### src/design/syshdr_pkg.sv
`default_nettype none
package syshdr_pkg;

  localparam int OFF_W = 11;
  localparam int DATE_LEN = 16;
  localparam int DATE_IDX_W = 5;
  localparam logic [DATE_IDX_W-1:0] DATE_END = DATE_IDX_W'(DATE_LEN);

  localparam logic [7:0] CH_COLON  = 8'h3A;
  localparam logic [7:0] CH_RBRACK = 8'h5D;
  localparam logic [7:0] CH_LBRACK = 8'h5B;
  localparam logic [7:0] CH_SPACE  = 8'h20;
  localparam logic [7:0] CH_TAB    = 8'h09;
  localparam logic [7:0] CH_LF     = 8'h0A;
  localparam logic [7:0] CH_CR     = 8'h0D;
  localparam logic [7:0] CH_ZERO   = 8'h30;
  localparam logic [7:0] CH_NINE   = 8'h39;

  typedef enum logic [2:0] {
    K_LETTER,
    K_SPACE,
    K_NUMBER,
    K_SPACE_OR_NUMBER,
    K_COLON
  } kind_t;

  typedef enum logic [1:0] {
    PH_SKIP,
    PH_TOKEN,
    PH_DONE
  } phase_t;

  // timestamp pattern "Mmm dd hh:mm:ss "
  function automatic kind_t date_kind(input logic [3:0] idx);
    kind_t k;
    case (idx)
      4'd0, 4'd1, 4'd2: k = K_LETTER;
      4'd3, 4'd6, 4'd15: k = K_SPACE;
      4'd4, 4'd7, 4'd10, 4'd13: k = K_SPACE_OR_NUMBER;
      4'd9, 4'd12: k = K_COLON;
      default: k = K_NUMBER;
    endcase
    return k;
  endfunction

  function automatic logic is_ws(input logic [7:0] c);
    return (c == CH_SPACE) || (c == CH_TAB) || (c == CH_LF) || (c == CH_CR);
  endfunction

  function automatic logic date_ok(input logic [3:0] idx, input logic [7:0] c);
    logic digit;
    logic ok;
    digit = (c >= CH_ZERO) && (c <= CH_NINE);
    case (date_kind(idx))
      K_LETTER: ok = ((c >= 8'h41) && (c <= 8'h5A)) || ((c >= 8'h61) && (c <= 8'h7A));
      K_SPACE: ok = (c == CH_SPACE);
      K_NUMBER: ok = digit;
      K_SPACE_OR_NUMBER: ok = (c == CH_SPACE) || digit;
      default: ok = (c == CH_COLON);
    endcase
    return ok;
  endfunction

endpackage
`default_nettype wire

### src/design/syslog_header_field_parser.sv
// Syslog header field parser: takes one message byte per cycle with no gaps needed and, after
// the beat carrying last passes the record queue and the result register, presents one result
// giving the timestamp flag and the tag, pid and text offsets. The byte scan never stalls on
// its own; full rises only when the two-entry record queue between the scanner and the result
// stage is full as results are not popped, so one byte per cycle holds while pop keeps up.
`default_nettype none
module syslog_header_field_parser #(
  parameter int MAX_LEN = 1024
) (
  input  wire logic                    clk,
  input  wire logic                    rst,
  input  wire logic                    push,
  output logic                         full,
  input  wire logic [7:0]              data_byte,
  input  wire logic                    last,
  output logic                         empty,
  input  wire logic                    pop,
  output logic                         date_skipped,
  output logic                         ident_found,
  output logic [syshdr_pkg::OFF_W-1:0] ident_start,
  output logic [syshdr_pkg::OFF_W-1:0] ident_len,
  output logic                         pid_found,
  output logic [syshdr_pkg::OFF_W-1:0] pid_start,
  output logic [syshdr_pkg::OFF_W-1:0] pid_len,
  output logic [syshdr_pkg::OFF_W-1:0] text_start,
  output logic                         too_long
);
  import syshdr_pkg::*;

  localparam int POS_W = $clog2(MAX_LEN + 1);
  localparam int REC_W = 3 * POS_W + 21;

  logic             q_full;
  logic             rec_push;
  logic [REC_W-1:0] rec_in;
  logic [REC_W-1:0] rec_out;
  logic             rec_avail;
  logic             rec_pop;

  assign full = q_full;

  syshdr_front #(.MAX_LEN(MAX_LEN)) u_front (
    .clk       (clk),
    .rst       (rst),
    .push      (push),
    .busy      (q_full),
    .data_byte (data_byte),
    .last      (last),
    .rec_push  (rec_push),
    .rec       (rec_in)
  );

  syshdr_queue #(.WIDTH(REC_W)) u_queue (
    .clk     (clk),
    .rst     (rst),
    .wr_en   (rec_push),
    .wr_data (rec_in),
    .full    (q_full),
    .rd_en   (rec_pop),
    .rd_data (rec_out),
    .avail   (rec_avail)
  );

  syshdr_back #(.MAX_LEN(MAX_LEN)) u_back (
    .clk          (clk),
    .rst          (rst),
    .rec_avail    (rec_avail),
    .rec          (rec_out),
    .rec_pop      (rec_pop),
    .empty        (empty),
    .pop          (pop),
    .date_skipped (date_skipped),
    .ident_found  (ident_found),
    .ident_start  (ident_start),
    .ident_len    (ident_len),
    .pid_found    (pid_found),
    .pid_start    (pid_start),
    .pid_len      (pid_len),
    .text_start   (text_start),
    .too_long     (too_long)
  );

endmodule
`default_nettype wire

### src/design/syshdr_front.sv
`default_nettype none
module syshdr_front #(
  parameter int MAX_LEN = 1024,
  localparam int POS_W = $clog2(MAX_LEN + 1),
  localparam int REC_W = 3 * POS_W + 21
) (
  input  wire logic             clk,
  input  wire logic             rst,
  input  wire logic             push,
  input  wire logic             busy,
  input  wire logic [7:0]       data_byte,
  input  wire logic             last,
  output logic                  rec_push,
  output logic [REC_W-1:0]      rec
);
  import syshdr_pkg::*;

  typedef struct packed {
    phase_t           phase;
    logic [POS_W-1:0] start;
    logic [POS_W-1:0] len;
    logic [15:0]      lb;
    logic             open_valid;
    logic [POS_W-1:0] open_pos;
    logic             sep;
  } ctx_t;

  typedef struct packed {
    logic             skipped;
    logic             too_long;
    logic             active;
    logic [POS_W-1:0] start;
    logic [POS_W-1:0] len;
    logic [15:0]      lb;
    logic             open_valid;
    logic [POS_W-1:0] open_pos;
    logic             sep;
  } rec_t;

  localparam logic [POS_W-1:0] POS_LIMIT = POS_W'(MAX_LEN);
  localparam logic [POS_W-1:0] POS_DATE  = POS_W'(DATE_LEN);

  function automatic ctx_t ctx_clear();
    ctx_t y;
    y.phase      = PH_SKIP;
    y.start      = '0;
    y.len        = '0;
    y.lb         = '0;
    y.open_valid = 1'b0;
    y.open_pos   = '0;
    y.sep        = 1'b0;
    return y;
  endfunction

  function automatic ctx_t ctx_feed(input ctx_t x, input logic [7:0] c,
                                    input logic [POS_W-1:0] p);
    ctx_t y;
    logic grow;
    y = x;
    grow = 1'b0;
    case (x.phase)
      PH_SKIP: begin
        if (!is_ws(c)) begin
          y.phase = PH_TOKEN;
          y.start = p;
          y.len   = '0;
          grow    = 1'b1;
        end
      end
      PH_TOKEN: begin
        if (is_ws(c)) begin
          y.sep   = 1'b1;
          y.phase = PH_DONE;
        end else begin
          grow = 1'b1;
        end
      end
      default: ;
    endcase
    if (grow) begin
      y.len = y.len + 1'b1;
      y.lb  = {y.lb[7:0], c};
      if (c == CH_LBRACK) begin
        y.open_valid = 1'b1;
        y.open_pos   = p;
      end
    end
    return y;
  endfunction

  logic [POS_W-1:0]      pos, pos_next;
  logic [DATE_IDX_W-1:0] date_index, date_index_next;
  logic                  date_match, date_match_next;
  logic                  text_ended, text_ended_next;
  logic                  overflow, overflow_next;
  ctx_t                  cx0, cx0_next, cx1, cx1_next;
  logic                  take;
  rec_t                  r;

  assign take = push && !busy;

  always_comb begin
    pos_next        = pos;
    date_index_next = date_index;
    date_match_next = date_match;
    text_ended_next = text_ended;
    overflow_next   = overflow;
    cx0_next        = cx0;
    cx1_next        = cx1;
    if (pos >= POS_LIMIT) begin
      overflow_next = 1'b1;
    end else begin
      pos_next = pos + 1'b1;
      if (!text_ended) begin
        if (data_byte == 8'h00) begin
          text_ended_next = 1'b1;
          if (pos < POS_DATE) begin
            date_match_next = 1'b0;
          end
        end else begin
          if (pos < POS_DATE) begin
            if (!date_ok(pos[3:0], data_byte)) begin
              date_match_next = 1'b0;
            end
            if (date_index < DATE_END) begin
              date_index_next = date_index + 1'b1;
            end
          end
          cx0_next = ctx_feed(cx0, data_byte, pos);
          if (pos >= POS_DATE) begin
            cx1_next = ctx_feed(cx1, data_byte, pos);
          end
        end
      end
    end
  end

  always_comb begin
    ctx_t sel;
    r.skipped  = date_match_next && (date_index_next == DATE_END);
    sel        = r.skipped ? cx1_next : cx0_next;
    r.too_long   = overflow_next;
    r.active     = (sel.phase != PH_SKIP);
    r.start      = sel.start;
    r.len        = sel.len;
    r.lb         = sel.lb;
    r.open_valid = sel.open_valid;
    r.open_pos   = sel.open_pos;
    r.sep        = sel.sep;
  end

  assign rec      = r;
  assign rec_push = take && last;

  always_ff @(posedge clk) begin
    if (rst || (take && last)) begin
      pos        <= '0;
      date_index <= '0;
      date_match <= 1'b1;
      text_ended <= 1'b0;
      overflow   <= 1'b0;
      cx0        <= ctx_clear();
      cx1        <= ctx_clear();
    end else if (take) begin
      pos        <= pos_next;
      date_index <= date_index_next;
      date_match <= date_match_next;
      text_ended <= text_ended_next;
      overflow   <= overflow_next;
      cx0        <= cx0_next;
      cx1        <= cx1_next;
    end
  end

endmodule
`default_nettype wire

### src/design/syshdr_queue.sv
`default_nettype none
module syshdr_queue #(
  parameter int WIDTH = 8
) (
  input  wire logic             clk,
  input  wire logic             rst,
  input  wire logic             wr_en,
  input  wire logic [WIDTH-1:0] wr_data,
  output logic                  full,
  input  wire logic             rd_en,
  output logic [WIDTH-1:0]      rd_data,
  output logic                  avail
);

  logic [WIDTH-1:0] mem [2];
  logic             wr_ptr;
  logic             rd_ptr;
  logic [1:0]       count;
  logic             do_wr;
  logic             do_rd;

  assign full    = (count == 2'd2);
  assign avail   = (count != 2'd0);
  assign do_wr   = wr_en && !full;
  assign do_rd   = rd_en && avail;
  assign rd_data = mem[rd_ptr];

  always_ff @(posedge clk) begin
    if (do_wr) begin
      mem[wr_ptr] <= wr_data;
    end
  end

  always_ff @(posedge clk) begin
    if (rst) begin
      wr_ptr <= 1'b0;
      rd_ptr <= 1'b0;
      count  <= 2'd0;
    end else begin
      if (do_wr) begin
        wr_ptr <= ~wr_ptr;
      end
      if (do_rd) begin
        rd_ptr <= ~rd_ptr;
      end
      case ({do_wr, do_rd})
        2'b10: count <= count + 2'd1;
        2'b01: count <= count - 2'd1;
        default: ;
      endcase
    end
  end

endmodule
`default_nettype wire

### src/design/syshdr_back.sv
`default_nettype none
module syshdr_back #(
  parameter int MAX_LEN = 1024,
  localparam int POS_W = $clog2(MAX_LEN + 1),
  localparam int REC_W = 3 * POS_W + 21
) (
  input  wire logic                   clk,
  input  wire logic                   rst,
  input  wire logic                   rec_avail,
  input  wire logic [REC_W-1:0]       rec,
  output logic                        rec_pop,
  output logic                        empty,
  input  wire logic                   pop,
  output logic                        date_skipped,
  output logic                        ident_found,
  output logic [syshdr_pkg::OFF_W-1:0] ident_start,
  output logic [syshdr_pkg::OFF_W-1:0] ident_len,
  output logic                        pid_found,
  output logic [syshdr_pkg::OFF_W-1:0] pid_start,
  output logic [syshdr_pkg::OFF_W-1:0] pid_len,
  output logic [syshdr_pkg::OFF_W-1:0] text_start,
  output logic                        too_long
);
  import syshdr_pkg::*;

  typedef struct packed {
    logic             skipped;
    logic             too_long;
    logic             active;
    logic [POS_W-1:0] start;
    logic [POS_W-1:0] len;
    logic [15:0]      lb;
    logic             open_valid;
    logic [POS_W-1:0] open_pos;
    logic             sep;
  } rec_t;

  localparam int EXT_W = (POS_W + 1 > OFF_W) ? POS_W + 1 : OFF_W;

  rec_t             r;
  logic             out_valid;
  logic             load;
  logic [EXT_W-1:0] st, ln, op, tok_end, base;
  logic             ifound, pfound;
  logic [EXT_W-1:0] istart_w, ilen_w, pstart_w, plen_w, tstart_w;

  assign r       = rec;
  assign empty   = !out_valid;
  assign load    = rec_avail && (!out_valid || pop);
  assign rec_pop = load;

  always_comb begin
    st       = EXT_W'(r.start);
    ln       = EXT_W'(r.len);
    op       = EXT_W'(r.open_pos);
    tok_end  = st + ln;
    base     = r.skipped ? EXT_W'(DATE_LEN) : '0;
    ifound   = r.active && (r.len != '0) && (r.lb[7:0] == CH_COLON);
    pfound   = ifound && (ln >= EXT_W'(2)) && (r.lb[15:8] == CH_RBRACK) &&
               r.open_valid && (op >= st) && (op + EXT_W'(3) <= tok_end);
    istart_w = ifound ? st : '0;
    ilen_w   = '0;
    pstart_w = '0;
    plen_w   = '0;
    tstart_w = base;
    if (ifound) begin
      ilen_w   = ln - EXT_W'(1);
      tstart_w = tok_end + EXT_W'(r.sep);
    end
    if (pfound) begin
      ilen_w   = op - st;
      pstart_w = op + EXT_W'(1);
      plen_w   = tok_end - EXT_W'(3) - op;
    end
  end

  always_ff @(posedge clk) begin
    if (load) begin
      date_skipped <= r.skipped;
      ident_found  <= ifound;
      ident_start  <= istart_w[OFF_W-1:0];
      ident_len    <= ilen_w[OFF_W-1:0];
      pid_found    <= pfound;
      pid_start    <= pstart_w[OFF_W-1:0];
      pid_len      <= plen_w[OFF_W-1:0];
      text_start   <= tstart_w[OFF_W-1:0];
      too_long     <= r.too_long;
    end
  end

  always_ff @(posedge clk) begin
    if (rst) begin
      out_valid <= 1'b0;
    end else if (load) begin
      out_valid <= 1'b1;
    end else if (pop) begin
      out_valid <= 1'b0;
    end
  end

endmodule
`default_nettype wire

### config.mk
export PLATFORM = sky130hd
export DESIGN_NAME = syslog_header_field_parser
export DESIGN_NICKNAME = d
export VERILOG_FILES = /design/src/design/syshdr_pkg.sv /design/src/design/syslog_header_field_parser.sv /design/src/design/syshdr_front.sv /design/src/design/syshdr_queue.sv /design/src/design/syshdr_back.sv
export SDC_FILE = /design/constraint.sdc
export NUM_CORES = 1
export LEC_CHECK = 0
export ABC_CLOCK_PERIOD_IN_PS = 8050
export BUFFER_PORTS_ARGS = -buffer_cell sky130_fd_sc_hd__clkbuf_2
export CELL_PAD_IN_SITES_DETAIL_PLACEMENT = 1
export CELL_PAD_IN_SITES_GLOBAL_PLACEMENT = 1
export CORE_ASPECT_RATIO = 1.5
export CORE_MARGIN = 4
export CORE_UTILIZATION = 49
export CTS_CLUSTER_SIZE = 20
export DETAILED_ROUTE_END_ITERATION = 10
export PLACE_DENSITY_LB_ADDON = 0.1
export SYNTH_ARGS = -nofsm -noshare
export SYNTH_HDL_FRONTEND = slang
export SYNTH_SLANG_ARGS = --single-unit
### constraint.sdc
create_clock -name clk -period 8.05 [get_ports clk]
set_input_delay 0.4025 -clock clk [delete_from_list [all_inputs] [get_ports clk]]
set_output_delay 0.4025 -clock clk [all_outputs]
set_load 0.005 [all_outputs]
Yosys cells after proc, flatten, opt, wreduce, memory -nomap -nowiden
Memory sizes are Yosys's and may differ from the RTL's. A register that Yosys moved wholly into a read port is not among the register bits.
Index checks and enable logic that the tools add are counted.
- bits in registers: 189
- latch bits: 0
- RAM bits: 108
- memory bits (read-only): 48
- bits of input ports: 13
- output and inout port bits: 61
- logic and storage cells: 195
- memories kept: 2
- memory list (name ; depth ; width ; rd ports ; clocked after memory_dff ; write ports ; line ; text):
    u_queue.mem ; 2 ; 54 ; 1 ; 1 ; 1 ; syshdr_queue.sv:15 ; logic [WIDTH-1:0] mem [2];
    (no name shown) ; 16 ; 3 ; 1 ; 1 ; 0 ; syshdr_pkg.sv:36 ; case (idx)
- $add $sub $neg: 14
- multipliers: 0
- div/mod/pow operators: 0
- magnitude comparators: 13
- eq/ne operators: 17
- shift operators: 0
- muxes and demuxes: 77
- bitwise gates (word level): 3
- reductions and logical operators: 37
- operators by type and width (cell ; number):
    2-to-1 mux 53 bit ; 8
    2-to-1 mux 22 bit ; 9
    2-to-1 mux 39 bit ; 2
    2-to-1 mux 24 bit ; 2
    adder 11 x 1 -> 11 bit (second input constant) ; 4
    2-to-1 mux 1 bit ; 33
    2-to-1 mux 11 bit ; 3
    2-to-1 mux 5 bit ; 6
    equality test 8 x 4 -> 1 bit (second input constant) ; 3
    equality test 8 x 6 -> 1 bit (second input constant) ; 3
    2-to-1 mux 12 bit ; 2
    subtractor 11 bit ; 2
    equality test 8 x 7 -> 1 bit (second input constant) ; 2
    greater-or-equal comparator 8 x 7 -> 1 bit (second input constant) ; 2
    less-or-equal comparator 8 x 7 -> 1 bit (second input constant) ; 2
    logical AND 1 bit ; 16
    adder 11 x 11 -> 12 bit ; 1
    adder 11 x 2 -> 12 bit (second input constant) ; 1
    less-or-equal comparator 12 bit ; 1
    2-to-1 mux 3 bit ; 4
    case mux 2 bit (2 select lines) ; 3
    adder 11 x 1 -> 11 bit ; 1
    greater-or-equal comparator 11 bit ; 1
    greater-or-equal comparator 11 bit (second input constant) ; 1
    other kinds (29) ; 49

Depth between registers and ports, before layout
Gate-level depths: netlist (run 1).
- depth in word-level cells: 19
- gate-level depth with buffers: 26
- depth with buffers taken out: 20

Cells and area by module
From an unflattened synthesis (run 1), not the netlist that was laid out.
- cells, all modules: 1727
- area total of the unflattened synthesis: 16475.8 um^2
- modules (own cells, without submodules) (module ; instances ; cells an instance ; area each (um^2) ; seq. area each (um^2)):
    syshdr_front ; 1 ; 1052 ; 7671.1 ; 2562.5
    syshdr_back ; 1 ; 481 ; 4697.0 ; 1791.7
    syshdr_queue ; 1 ; 194 ; 4107.7 ; 3343.2

Least setup slack after synthesis (run 1)
OpenSTA, ideal clock, no wires.
- path kind: register -> register
- from: register (tool-made name)
- to: register u_back.pid_len[6] (netlist bit) (data pin)
- library setup time: 0.138 ns
- arrival time: 6.387 ns
- required time: 7.912 ns
- setup slack: 1.525 ns
- stages on the path, launching flop included: 27
- buffers on the path: 8
- clock period less this slack: 6.525 ns
- path through: dfxtp_1 -> buf_2 -> buf_2 -> buf_1 -> buf_1 -> clkbuf_1 -> buf_2 -> mux2i_1 -> inv_1 -> ha_1 -> a211oi_1 -> o21ai_0 -> a311oi_1 -> o31ai_1 -> a21oi_1 -> xnor2_1 -> inv_1 -> ha_1 -> nand3_1 -> a21oi_1 -> a2111o_1 -> maj3_1 -> a21oi_1 -> o21ai_1 -> buf_2 -> buf_2 -> nor2_1
- RTL lines (item ; line ; text):
    end signal, assigned ; syshdr_back.sv:85 ; pid_len <= plen_w[OFF_W-1:0];
    end, declared ; syshdr_back.sv:20 ; output logic [syshdr_pkg::OFF_W-1:0] pid_len,

==> summary.txt, run 1 <==
Run status
  – Status: completed

Setup path
  – Slowest CP cell: dfxtp_2
  – CP Cell Sequence: buf_4, mux2i_1, inv_1, ha_1, a211oi_1, o21ai_0, a311oi_1, o31ai_1, a21oi_1, xnor2_1, inv_1, ha_1, nand3_1, a211oi_1, a2111o_1, maj3_1, a21oi_1, o21ai_2, buf_4, mux2_2
  – Startpoint Class: flop
  – Critical path's top delay family: compound AO/OA/AOI/OAI gates
  – CP max stage delay: 570 ps
  – Critical Path Sink Type: flop
  – CP required: 8350 ps
  – Setup CP Type: reg2reg
  – Reg2Reg Depth: 20
  – Crit path depth: 20
  – Worst Path Arrival: around 6500 ps
  – Worst Path Buf+Inv: 4
  – Critical Path Fanout Max: 43

Drt
  – DR pass1 iterations: 5
  – Via-to-Cell Ratio: 5.82
  – WL final: 45.1 mm
  – DRC Markers: 0
  – Post-DRT Antenna Nets: 0
  – DR top layer: met4
  – Vias: 12000
  – Met2 wire length: about 24 mm
  – WL/cell: 21.9 um
  – M1 wire length: between 15 and 20 mm
  – 1st-iter DRT viols: 489
  – Met3 routed WL: about 1.3 mm

Synthesis
  – Synth Area in Simple Gates: 0.186
  – EDFF count, synth: roughly 170
  – Post-synthesis compound-gate area fraction: 0.131
  – Syn Inst Count: 1600
  – Synth async-reset ratio: 0
  – Synth Flop Type: edfxtp_1
  – Post-Synth XOR/XNOR Area: 0.0457
  – Synth Cell Area: 15500 um2
  – FF+latch count, synth: 301
  – Yosys top cell by area: edfxtp_1
  – Synth area leaders: edfxtp_1 32%, dfxtp_1 17%, nand2_1 6.0%, ha_1 5.6%, a21oi_1 4.5%
  – Synth Area in Adders: 0.0602
  – Sequential area share after synthesis: 0.496
  – Net Count, Synth: 1685
  – Top cell type's share of synthesized area: 0.323
  – Average cell area after synthesis: 9.70 um2
  – Main combinational cell family by area after synthesis: simple AND/OR/NAND/NOR gates
  – Warnings, synthesis: 0
  – Multiplexer share of the synthesized area: 0.0393
  – Synth unique cells: between 70 and 80

Power
  – Sw Ratio: 0.389
  – Pwr Total: 5.94 mW
  – Peak VDD IR: 0.159 mV
  – Power per Cell Area: 347 nW/um2
  – Seq pwr share: 0.332
  – Clock share of power: 0.225
  – Int Power: 3.63 mW
  – Sw power: 2.31 mW
  – Combinational group share of total power: 0.443
  – Leakage: between 6 and 7 nW

Timing
  – Hold Vio Cnt, Final: 0
  – Final period util: 0.769
  – Fin. max-slew vios: 0
  – Setup TNS: 0 ps
  – Setup violators final: 0
  – Min Hold Slack: between 100 and 150 ps
  – Unrepaired setup endpoints after global routing: false
  – Min Clock Period, post-route: 6190 ps
  – Worst-margin pin slew: 1220 ps
  – Worst relative slew slack: 0.186
  – Clock Skew: around 21 ps
  – Max Clk Rate: 162 MHz

Clock tree
  – Post-CTS setup buffers: 0
  – Hold_buf cts: 0
  – Max H-tree Level: 1
  – Post-CTS sizing: 0
  – Latest clock arrival within the worst-skew pair: 570 ps
  – Clock sinks: 301
  – Clock transition at path regs: 60 ps
  – Number of CTS-inserted buffers: 29
  – Clock root buffer: clkbuf_16
  – Max Buffers Root-to-Sink: 3
  – CTS tree: yes

Final layout
  – Share of post-route cells with drive strength above 1: 0.127
  – Diodes inserted: 0
  – # nets final: 1718
  – Multi-input gate area: 7210 um2
  – FF+latch area: ~7700 um2
  – Fillers: ~3500
  – Synth-to-Final Area Change: 10.3%

Global routing
  – Total track usage: 0.257
  – Vias in the first global route: 12600
  – GRT Residual Overflow: 0
  – Largest net degree at the start of global routing: 75
  – First-pass GRT wire length: 70.2 mm
  – Initial antenna violation count: 0

Placed design
  – PortBufs: 73
  – Gpl congestion: 0.925
  – DP Wirelength: 33.1 mm

Flow run
  – Max-cap violations: 0

Min path
  – WHS Path Cells: 2
  – Worst hold path type: in2reg

Floorplan
  – # IOs: 74
  – Starting Density: 0.498
  – Core area: 31100 um2
  – Die footprint: 34600 um2
  – Row cnt: 79
  – DIE HEIGHT: 226 um
  – Die W: 153 um
layout make-up:
class | count | area share
clock inverter | 5 | 0.00175
inverter | 75 | 0.0165
multi-input combinational | 1136 | 0.421
tap | 405 | 0.0296
sequential | 301 | 0.450
clock buffer | 49 | 0.0524
timing repair buffer | 90 | 0.0288
routing by layer:
| layer | vias to the layer above | global-route usage |
|---|---|---|
| met1 | 5967 | 0.281 |
| li1 | 5742 | - |
| met2 | 207 | 0.492 |
| met3 | 85 | 0.0224 |
| met4 | 0 | 0.130 |
| met5 | - | 0 |
Yosys cell counts, drive strengths merged (26+ instances only):
cell    instances
nand3          26
a21oi         140
ha             69
nor2          147
clkbuf         73
nor3           27
o21ai          54
mux2i          38
o221a          28
nand2         250
xor2           33
or3            38
dfxtp         134
inv            74
edfxtp        167
xnor2          48
state kept, by name (all words and copies together), names as in the netlist, named ones only:
name                 cells
u_back.date_skipped      1
u_back.ident_found       1
u_back.ident_len        11
u_back.ident_start      11
u_back.out_valid         1
u_back.pid_found         1
u_back.pid_len          11
u_back.pid_start        11
u_back.text_start       11
u_back.too_long          1
u_front.cx0             53
u_front.cx1             53
u_front.date_index       5
u_front.date_match       1
u_front.overflow         1
u_front.pos             11
u_front.text_ended       1
u_queue.count            2
u_queue.mem            108
u_queue.rd_ptr           1
u_queue.wr_ptr           1
through the flow:
| step | cells | instance area (um2) | setup slack (ps) | util |
|---|---|---|---|---|
| 4_1_cts | 2061 | 17100 | 1910 | 0.550 |
| 3_3_place_gp | 2007 | 16200 | 2100 | 0.520 |
| 3_5_place_dp | 2007 | 16200 | 1910 | 0.520 |
| 5_1_grt | 2061 | 17100 | 1500 | 0.550 |
| 2_1_floorplan | 1600 | 15500 | 1530 | - |
| 6_report | 2061 | 17100 | 1860 | 0.550 |
path summary, 6_finish.rpt:
check	start	end	slack (ps)
setup reg to reg	flop	u_back.ident_len[3]$_DFFE_PP_	1860
hold reg to reg	u_front.cx1[10]$_SDFFE_PP0P_	u_front.cx1[10]$_SDFFE_PP0P_	450
hold / removal	rst	u_queue.count[1]$_SDFFE_PP0P_	110
setup / recovery	flop	u_back.ident_len[3]$_DFFE_PP_	1860
worst reg2reg max path: cells and delay by family, from the launching register on:
kind,cells,cell delay (ps)
buf+inv,4,1190
xor+xnor,1,200
fa+ha+maj,3,740
simple gates,1,130
flops,1,570
compound gates,9,2350
mux,2,770
kinds of logic after synthesis:
family,count (synthesis)
AO/OA/AOI/OAI,315
XOR/XNOR,81
adder cells (fa/ha/maj),73
buffers and inverters,163
flip-flops,301
multiplexers,55
AND/OR/NAND/NOR,612
cells in the final DEF, fill, tap and decap left out, types with 33 or more instances in the layout:
| master | n |
|---|---|
| mux2i_1 | 35 |
| xnor2_1 | 48 |
| ha_1 | 69 |
| a21oi_1 | 140 |
| nor2_1 | 146 |
| o21ai_0 | 53 |
| or3_1 | 38 |
| clkbuf_2 | 77 |
| nand2_1 | 248 |
| dfxtp_1 | 133 |
| edfxtp_1 | 167 |
| xor2_1 | 33 |
| inv_1 | 74 |
power by group through the flow:
stage	clock [mW]	sequential, mW	combinational, mW
final	1.34	1.97	2.63
after CTS	1.37	1.97	2.66
after detailed placement	0	2.01	2.64
after global routing	1.43	1.99	2.92
after global placement	0	1.99	2.57
after floorplan	0	1.99	1.81
Note: power is estimated with default switching activity, not from simulation.
==> inputs of run 2 (changes only) <==
- ABC_CLOCK_PERIOD_IN_PS: 8050 -> 6100
- clock period: 8.05 -> 6.1 ns (I/O delays scaled with it)
==> run 2 against run 1 <==
Effect of this change: worst hold slack worse by 80 ps; die area stayed put; first-iteration DRC count is 27% higher; largest cell class unchanged; cell count is 0.68% higher; critical path type unchanged; count of clock-buffer cells in the layout is 11 lower; design area is 1.1% higher.
==> summary.txt, run 2 (synthesis results as in run 1) <==
Run status
  – Status: completed

Final layout
  – Most common cell after layout, fill and taps aside: nand2_1
  – Diodes inserted: 0 (unchanged)
  – Finished layout cell area: 17300 um2 (+1.1%)
  – Max FFs per register: 108 (unchanged)
  – Share of post-route cells with drive strength above 1: 0.134 (+0.00672)
  – Top reg by flops: u_queue.mem
  – Fillers: 3551 (+2.0%)
  – Synth-to-Final Area Change: 11.5%
  – Most frequent cells in the layout: 248 x nand2_1, 167 x edfxtp_1, 146 x nor2_1, 140 x a21oi_1, 133 x dfxtp_1
  – # nets final: 1732 (+0.81%)
  – Largest regs: u_queue.mem x108, u_front.cx0 x53, u_front.cx1 x53

Timing
  – Hold Vio Cnt, Final: 0 (unchanged)
  – Min Hold Slack: 30.1 ps (-79.7 ps)
  – Worst relative slew slack: 0.176 (-0.0100)
  – Setup violators final: 0 (unchanged)
  – Fin. max-slew vios: 0 (unchanged)
  – Final period util: 0.938 (+0.169)
  – Clock Skew: 21.7 ps (+0.683 ps)
  – Worst-margin pin slew: 1230 ps (+15.0 ps)
  – Unrepaired setup endpoints after global routing: false
  – Min Clock Period, post-route: 5720 ps (-468 ps)
  – Setup TNS: 0 ps (unchanged)
  – Max Clk Rate: 175 MHz (+8.2%)

Setup path
  – Worst Path Arrival: 6130 ps (-360 ps)
  – Startpoint Class: flop
  – Critical Path Sink Type: flop
  – CP required: 6500 ps (-1850 ps)
  – Setup CP Type: reg2reg
  – Critical Path Fanout Max: 22 (-49%)

Clock tree
  – Post-CTS sizing: 0 (unchanged)
  – Max Buffers Root-to-Sink: 3 (unchanged)
  – Number of CTS-inserted buffers: 29 (unchanged)
  – Post-CTS setup buffers: 0 (unchanged)
  – Clock transition at path regs: 60 ps (about the same)
  – Latest clock arrival within the worst-skew pair: 570 ps (about the same)
  – Clock root buffer: clkbuf_16
  – Max H-tree Level: 1 (unchanged)
  – Clock sinks: 301 (unchanged)
  – CTS tree: yes

Drt
  – DR pass1 iterations: 7 (+2)
  – 1st-iter DRT viols: 620 (+27%)
  – WL final: 43.5 mm (-3.4%)
  – Post-DRT Antenna Nets: 0 (unchanged)
  – DRC Markers: 0 (unchanged)
  – WL/cell: 21.0 um (-4.0%)
  – Via-to-Cell Ratio: 5.79 (-0.49%)
  – Vias: 12000 (+0.18%)

Power
  – Combinational group share of total power: 0.435 (-0.008)
  – Sw Ratio: 0.380 (-0.00820)
  – Leakage: 6.38 nW (+1.4%)
  – Sw power: 3.03 mW (+31%)
  – Int Power: 4.93 mW (+36%)
  – Power per Cell Area: 460 nW/um2 (+33%)
  – Clock share of power: 0.238 (+0.013)
  – Pwr Total: 7.96 mW (+34%)
  – Peak VDD IR: 0.244 mV (+54%)
  – Seq pwr share: 0.327 (-0.005)

Min path
  – Worst hold path type: in2reg

Global routing
  – Total track usage: 0.251 (-0.00574)
  – Vias in the first global route: 12700 (+0.70%)
  – First-pass GRT wire length: 69.3 mm (-1.3%)
  – Largest net degree at the start of global routing: 84 (+12%)
  – GRT Residual Overflow: 0 (unchanged)
  – Initial antenna violation count: 0 (unchanged)

Floorplan
  – Row cnt: 79 (unchanged)
  – Die footprint: 34600 um2 (unchanged)
  – Starting Density: 0.498 (unchanged)
  – Die W: 153 um (unchanged)
  – Core area: 31100 um2 (unchanged)
  – DIE HEIGHT: 226 um (unchanged)
  – # IOs: 74 (unchanged)

Flow run
  – Max-cap violations: 0 (unchanged)

Placed design
  – Placed Area: 16300 um2 (+0.60%)
  – Gpl congestion: 0.936 (+1.2%)
  – DP Wirelength: 32.1 mm (-2.9%)
  – PortBufs: 73 (unchanged)
[run 2: layer usage]
metal  global-route usage  routed length, um
met5                    0                  0
met2                0.484              23700
met1                0.273              16500
met4                0.118               2180
met3               0.0257               1170
[run 2: path summary, 6_finish.rpt]
kind / startpoint / cells after the start / slack (ps) / endpoint
worst max-delay path: flop / 19 / 380 / u_back.ident_len[2]$_DFFE_PP_
worst max register to register: flop / 19 / 380 / u_back.ident_len[2]$_DFFE_PP_
worst min-delay path: pop / 3 / 30 / u_back.out_valid$_SDFFE_PP0P_
worst min register to register: u_front.cx1[25]$_SDFFE_PP0P_ / 2 / 450 / u_front.cx1[25]$_SDFFE_PP0P_
[run 2: area by class of cell]
class,count,area (um2),share of cell area
Clock buffer,38,811,0.0469
Clock inverter,16,196,0.0114
Inverter,75,282,0.0163
Multi-Input combinational cell,1136,7210,0.417
Sequential cell,301,7700,0.445
Tap cell,405,507,0.0293
Timing Repair Buffer,104,601,0.0347
[run 2: timing repair]
action	in CTS	in global routing
setup endpoints to repair	0	0
endpoints found under the hold margin	1	0
hold buffers	1	0
[run 2: critical path: stages, from the launching register on]
cell and delay [ps]:
dfxtp_2 660, mux2i_1 470, inv_1 160, ha_1 320
a211oi_1 280, o21ai_0 190, a311oi_1 410, o31ai_1 170
a21oi_1 250, xnor2_1 210, inv_1 140, ha_1 320
nand3_1 130, a211oi_1 240, a2111o_1 140, maj3_1 160
a21oi_1 80, o21ai_2 660, buf_4 350, mux2i_1 220
[run 2: stage by stage]
stage / util / instances / worst slack (ps)
floorplan: - / 1600 / 21.2
global placement: 0.523 / 2020 / 581
detailed placement: 0.523 / 2020 / 413
CTS: 0.556 / 2075 / 396
global route: 0.556 / 2075 / 66.5
finish: 0.556 / 2075 / 378
[run 2: power groups by stage]
stage	clock network [mW]	registers [mW]	logic, mW
after CTS	1.94	2.61	3.51
after global placement	0	2.64	3.39
after floorplan	0	2.62	2.38
after detailed placement	0	2.65	3.48
final	1.90	2.60	3.46
after global routing	2.02	2.63	3.85
